`src/fca_pkg.sv`:
```
// shared types, field widths and codes for the fixed chunk allocator
// no dependencies; imported by fca_alu and fixed_chunk_allocator_top
package fca_pkg;

    localparam int unsigned ADDR_W         = 12;
    localparam int unsigned CHUNK_W        = 12;
    localparam int unsigned BIN_W          = 13;
    localparam int unsigned WILD_W         = 13;
    localparam int unsigned LINK_W         = 13;
    localparam int unsigned LINK_DEPTH     = 4096;
    localparam int unsigned STATUS_W       = 3;
    localparam int unsigned CFG_AW         = 3;
    localparam int unsigned CFG_DW         = 32;
    localparam int unsigned POOL_UNITS_DEF = 4096;

    localparam logic [CHUNK_W-1:0] CHUNK_RESET = 12'd4;
    localparam logic [CHUNK_W-1:0] CHUNK_MIN   = 12'd2;
    localparam logic [BIN_W-1:0]   BIN_RESET   = 13'd256;

    localparam logic CMD_ALLOC = 1'b0;
    localparam logic CMD_FREE  = 1'b1;

    // register select is byte address bit 2
    localparam logic REG_CHUNK = 1'b0;
    localparam logic REG_BIN   = 1'b1;

    typedef enum logic [STATUS_W-1:0] {
        ST_LIST  = 3'd0,
        ST_SPLIT = 3'd1,
        ST_EXACT = 3'd2,
        ST_BIN   = 3'd3,
        ST_FREED = 3'd4,
        ST_OOM   = 3'd5
    } t_status;

    typedef enum logic [2:0] {
        S_IDLE,
        S_EXEC,
        S_BIN_A,
        S_BIN_B,
        S_BIN_C,
        S_BIN_D
    } t_state;

    typedef enum logic {
        ALU_SUB,
        ALU_ADD
    } t_alu_op;

    typedef struct packed {
        logic borrow;
        logic zero;
    } t_alu_flags;

endpackage

```
`src/fca_alu.sv`:
```
// shared add/subtract unit with borrow and zero flags
// depends on fca_pkg
module fca_alu
    import fca_pkg::*;
#(
    parameter int unsigned W = 17
) (
    input  t_alu_op     i_op,
    input  logic [W-1:0] i_a,
    input  logic [W-1:0] i_b,
    output logic [W-1:0] o_res,
    output t_alu_flags   o_flags
);

    logic [W:0] w_full;

    always_comb begin
        case (i_op)
            ALU_ADD: w_full = {1'b0, i_a} + {1'b0, i_b};
            ALU_SUB: w_full = {1'b0, i_a} - {1'b0, i_b};
            default: w_full = {1'b0, i_a} - {1'b0, i_b};
        endcase
    end

    assign o_res          = w_full[W-1:0];
    assign o_flags.borrow = (i_op == ALU_SUB) && w_full[W];
    assign o_flags.zero   = (w_full[W-1:0] == '0);

endmodule

```
`config.mk`:
```
export PLATFORM = sky130hd
export DESIGN_NAME = fca_alu
export DESIGN_NICKNAME = d
export VERILOG_FILES = /design/src/fca_pkg.sv /design/src/fca_alu.sv
export SDC_FILE = /design/constraint.sdc
export NUM_CORES = 1
export LEC_CHECK = 0
export BUFFER_PORTS_ARGS = -buffer_cell sky130_fd_sc_hd__buf_4
export CAP_MARGIN = 40
export CORE_MARGIN = 3
export CORE_UTILIZATION = 52
export DETAILED_ROUTE_END_ITERATION = 16
export PLACE_DENSITY = 0.82
export SLEW_MARGIN = 20
export SYNTH_ARGS = -nofsm -noshare
export SYNTH_HDL_FRONTEND = slang
export SYNTH_SLANG_ARGS = --single-unit
export TNS_END_PERCENT = 50
```
`constraint.sdc`:
```
create_clock -name vclk -period 4.19
set_input_delay 0.2095 -clock vclk [all_inputs]
set_output_delay 0.2095 -clock vclk [all_outputs]
set_load 0.05 [all_outputs]
```
==> results of run 1 <==
==> where the power goes <==
| group | internal, mW | switching [mW] | leakage, nW |
|---|---|---|---|
| combinational | 0.207 | 0.387 | 0.854 |
| sequential | 0 | 0 | 0 |
| clock | 0 | 0 | 0 |
==> layout make-up <==
cell class,instances,share of cell area [%]
Inverter,14,2.88
Multi-Input combinational cell,171,72.9
Tap cell,30,2.05
Timing Repair Buffer,54,22.2
==> metrics by stage <==
stage	instance area, um^2	setup WS, ns	power, mW	instances
finish	1830	0.325	0.593	269
global route	1830	0.0195	0.634	269
CTS	1820	0.274	0.590	269
detailed placement	1820	0.279	0.587	269
global placement	1820	0.411	0.579	269
floorplan	1380	0.156	0.426	187
==> cell families after synthesis <==
kind of cell | after synthesis
buffers and inverters | 16
AO/OA/AOI/OAI | 55
multiplexers | 1
XOR/XNOR | 27
AND/OR/NAND/NOR | 67
adder cells (fa/ha/maj) | 21
==> Yosys cell counts (all sizes together), types with 2 or more instances <==
cell     number
nor4          4
nand2         8
o21ai        11
clkbuf        2
ha           20
nand3         4
a21oi        19
nor3b         2
nor2         22
a21o          3
nand2b        4
and3          2
o21a          2
o2111ai       3
xnor2        12
inv          14
or2           2
nand4         3
o41ai         3
nor3          6
o31ai         4
xor2         15
nor4b         4
a41oi         2
a211oi        2
and2          2
==> what timing repair did <==
action / CTS / global route
endpoints found under the setup margin: 0 / 1
resized for setup: 0 / 2
hold buffers: 0 / 0
==> how the worst min path moves through the flow <==
stage / end / slack [ns]
after floorplan: o_res[0] / 0.80
after global placement: o_res[0] / 0.83
after detailed placement: o_res[0] / 0.83
after CTS: o_res[0] / 0.83
after global routing: o_res[0] / 0.86
final: o_res[0] / 0.83
==> layout by cell type (no fill, tap or decap), types with 4 or more instances in the layout <==
cell type and n:
xnor2_1 11, inv_1 14, ha_1 20, xor2_1 15, nand2b_1 4, nor3_1 6, nor2_1 22, nor4_1 4
a21oi_1 19, o21ai_1 5, nand2_1 7, nand3_1 4, buf_4 54, o21ai_0 6
==> metal layers <==
| metal | global-route usage, % | part of all wire (%) | wire length (um) |
|---|---|---|---|
| met1 | 34.7 | 44 | 1710 |
| met2 | 39.7 | 47 | 1840 |
| met3 | 1.13 | 8.3 | 324 |
| met4 | 2.32 | 0.97 | 38 |
| met5 | 0 | 0 | 0 |
==> summary.txt, run 1 <==
Timing
  – RSZ-0062 raised after global routing: no
  – Slew Limit Fails: 0
  – # setup viols final: 0
  – Tmin final: 3.87 ns
  – Slew of the pin with the lowest slew margin: 0.461 ns
  – Worst slew margin: 69.0%
  – TNS Setup: 0 ns
  – Hold_ws: 0.829 ns
  – Max Freq: 259 MHz
  – Fin. Hold Viols: 0
  – Tcrit/Tclk final: 92.2%

Critical path
  – Crit path depth: 14
  – Crit. End Element: output pin
  – Family with the most delay on the worst path: simple AND/OR/NAND/NOR gates
  – Worst path max stage delay: 0.56 ns
  – Critical Path Sink: o_flags[0]
  – CP cell instances: buf_4, or4_4, nor3_1, nor2_1, xnor2_1, ha_1, nand4_1, nor4b_4, nor3_1, xnor2_1, nor4bb_1, o2111ai_1, nor4b_4, buf_4
  – CP max FO: 6
  – WP buf/inv: 2
  – Worst setup SP type: primary input
  – Crit-path slowest cell: or4_4
  – Critical path type: primary input to output pin
  – WP data required: 3.98 ns
  – Arrival @ worst endpoint: 3.66 ns
  – Critical Path Source: i_b[6]

Global route
  – Global-route wire length before repair: 6560 um
  – Vias in the first global route: 1461
  – All-Layer GR Usage: 23.7%
  – Initial antenna violation count: 0
  – Total grt overflow: 0
  – Largest net degree at the start of global routing: 17

Power and ir drop
  – Power Density: 325 nW/um^2
  – Leak: 0.854 nW
  – Maximum vdd drop: 0.000337 V

Logic synthesis
  – Synth Area in Simple Gates: 30.0%
  – Top cell type's share of synthesized area: 18.2%
  – YS warnings: 0
  – Synth Area in XOR/XNOR: 17.8%
  – Seq/Total Area, Yosys: 0%
  – Largest area contributor in the netlist: ha_1
  – Post-synth cell types: 48
  – Post-synthesis adder-cell area fraction: 19.7%
  – Mapped Nets: 243
  – Cell Area, Synth: 1370 um^2
  – Main area contributors after synthesis: ha_1, xor2_1, xnor2_1
  – Compound-Gate Fraction of Synth Area: 27.4%
  – Mux contribution to synthesized area: 0.820%
  – Syn Inst Count: 187
  – Post-Syn Area per Cell: 7.35 um^2
  – Largest family of logic cells by synthesized area: simple AND/OR/NAND/NOR gates

Die
  – Io pins: 54
  – Core area: 2500 um^2
  – Die H: 57.4 um
  – Initial Util: 55.0%
  – Die area: 3290 um^2
  – # rows: 18
  – Die X: 57.4 um

Placed design
  – Port bufs: 54
  – Post-DP HPWL: 3400 um
  – Gpl congestion: 0.933

Clock network
  – Post-CTS Setup Bufs: 0

Final layout
  – CLK BUF: 0
  – Final net count: 297
  – Proportion of layout cells with a drive suffix above 1: 28.9%
  – Fill cell count: 185
  – Area of the multi-input gates: 1330 um^2
  – Diodes inserted: 0
  – FF/Latch Area: 0 um^2
  – FFs & Latches: 0
  – Final Core Density: 73.1%
  – Area growth from synthesis to layout: 33.0%

Drt
  – Detailed-route via count: 1621
  – First-pass DRT Iterations: 4
  – Wire per inst: 14.5 um
  – Residual DRC count: 0
  – Vias per cell: 6.03
  – Initial DRC Count: 84
  – Final ANT Viol Nets: 0
  – Drt total wl: 3910 um

Worst hold path
  – Hold Crit Class: primary input to output pin
  – Hold_sp: i_a[0]
  – Number of stages on the worst hold path: 3

Run
  – Max Cap Violations: 0

Run status
  – Outcome: finished, final reports clean
No activity file was read; power rests on OpenSTA's default activity.
==> run 2, diff against run 1 <==
Settings changed: CORE_UTILIZATION 52 to 45, MAX_ROUTING_LAYER set to met4, PLACE_DENSITY 0.82 to 0.72.
==> run 2 against run 1 <==
Against the previous run:
- critical path type unchanged
- routed wire length is 2.8% lower
- clock-buffer cell count unchanged
- via count shrank 3.0%
- final cell count rose by 0.37%
- sequential share of layout area stayed put
- critical endpoint unchanged
- non-clock buffer count unchanged
- total power is 0.16% lower
- die area is 14% higher
- critical path depth is 1 higher
- sequential cell count unchanged
- first-iteration DRC count decreased by 7.1%
- highest routed layer unchanged
==> summary.txt, run 2 (same netlist as run 1, synthesis figures left out) <==
Final layout
  – FFs & Latches: 0
  – Area of the multi-input gates: 1330 um^2
  – Commonest non-fill, non-tap cells in the layout: buf_4, nor2_1, ha_1, a21oi_1, xor2_1
  – Proportion of layout cells with a drive suffix above 1: 28.9%
  – Diodes inserted: 0
  – Fill cell count: 238
  – CLK BUF: 0
  – Final net count: 297
  – Area growth from synthesis to layout: 33.1%
  – FF/Latch Area: 0 um^2
  – Most common cell after layout, fill and taps aside: buf_4

Die
  – Io pins: 54
  – Initial Util: 48.6%
  – Die H: 61.3 um
  – Core area: 2830 um^2
  – Die area: 3750 um^2
  – # rows: 19
  – Die X: 61.3 um

Placed design
  – Gpl congestion: 0.870
  – DP Worst Slack: 0.285 ns
  – Post-DP HPWL: 3330 um
  – Port bufs: 54

Clock network
  – Hold_buf cts: 0
  – Post-CTS Setup Bufs: 0

Drt
  – Drt total wl: 3800 um
  – Residual DRC count: 0
  – Vias per cell: 5.82
  – First-pass DRT Iterations: 4
  – Final ANT Viol Nets: 0
  – Wire per inst: 14.1 um
  – Initial DRC Count: 78
  – Detailed-route via count: 1572

Global route
  – Vias in the first global route: 1431
  – All-Layer GR Usage: 21.7%
  – Initial antenna violation count: 0
  – Largest net degree at the start of global routing: 17
  – Global-route wire length before repair: 6320 um
  – Total grt overflow: 0

Power and ir drop
  – P_sw: 0.386 mW
  – Int Pwr: 0.207 mW
  – Leak: 0.854 nW
  – Flop pwr share: 0%
  – Clock share of power: 0%
  – Part of the power in combinational logic: 100.0%
  – Maximum vdd drop: 0.000250 V
  – Sw Share: 65.1%
  – Power Density: 324 nW/um^2

Timing
  – RSZ-0062 raised after global routing: no
  – Fin. Hold Viols: 0
  – Tcrit/Tclk final: 91.8%
  – TNS Setup: 0 ns
  – Max Freq: 260 MHz
  – Tmin final: 3.85 ns
  – Slew Limit Fails: 0
  – Slew of the pin with the lowest slew margin: 0.422 ns
  – Worst slew margin: 71.5%
  – Final WS setup: 0.345 ns
  – # setup viols final: 0

Critical path
  – Crit. End Element: output pin
  – Worst setup SP type: primary input
  – WP data required: 3.98 ns
  – Critical path type: primary input to output pin
  – CP max FO: 4
  – Arrival @ worst endpoint: 3.64 ns

Run
  – Max Cap Violations: 0

Worst hold path
  – Hold Crit Class: primary input to output pin
  – Number of stages on the worst hold path: 3
  – Worst Hold End: o_res[0]
  – Hold_sp: i_a[0]

Run status
  – Outcome: finished, final reports clean
==> run 2: metrics by stage <==
step           util (%)  std cells  hold slack (ns)  instance area, um^2  power, mW
2_1_floorplan         -        187            0.796                 1380      0.426
3_3_place_gp       64.3        270            0.820                 1820      0.581
3_5_place_dp       64.3        270            0.822                 1820      0.587
4_1_cts            64.3        270            0.826                 1820      0.589
5_1_grt            64.6        270            0.845                 1830      0.635
6_report           64.6        270            0.824                 1830      0.592
==> run 2: cell type report <==
| cell class | instances | area share [%] |
|---|---|---|
| Inverter | 14 | 2.87 |
| Timing Repair Buffer | 54 | 22.2 |
| Multi-Input combinational cell | 171 | 72.8 |
| Tap cell | 31 | 2.12 |
==> run 2: repair_timing <==
item,in CTS,in global routing
resized for setup,0,2
setup endpoints to repair,0,1
hold endpoints to repair,0,0
==> run 2: worst max-delay path by stage <==
stage               startpoint    endpoint
finish                  i_b[6]  o_flags[0]
floorplan               i_b[6]  o_flags[0]
global placement        i_b[6]  o_flags[0]
CTS                     i_b[6]  o_flags[0]
detailed placement      i_b[6]  o_flags[0]
global route            i_b[6]  o_flags[0]
==> run 2: critical path: stages <==
cell and delay, ns:
buf_4 0.12, or4_4 0.56, nor3_1 0.30, and2_1 0.23, nor2_1 0.06, xor2_1 0.20, ha_1 0.31, or2_1 0.27
a21o_1 0.22, nand2_1 0.07, o21ai_0 0.10, xnor2_1 0.28, o2111ai_1 0.24, nor4b_4 0.24, buf_4 0.23
==> run 2: power groups by stage <==
stage | clock, mW | combinational, mW | sequential (mW)
after global placement | 0 | 0.581 | 0
after detailed placement | 0 | 0.587 | 0
after CTS | 0 | 0.589 | 0
after global routing | 0 | 0.635 | 0
final | 0 | 0.592 | 0
after floorplan | 0 | 0.426 | 0
==> run 2: per-layer routing <==
layer	global-route usage (%)	part of all wire [%]	vias to the layer above	wire [um]
li1	-	-	804	-
met1	31.4	48	710	1820
met2	34.6	45	52	1710
met3	1.68	6.1	6	231
met4	0.929	1.1	0	41
met5	-	0	-	0
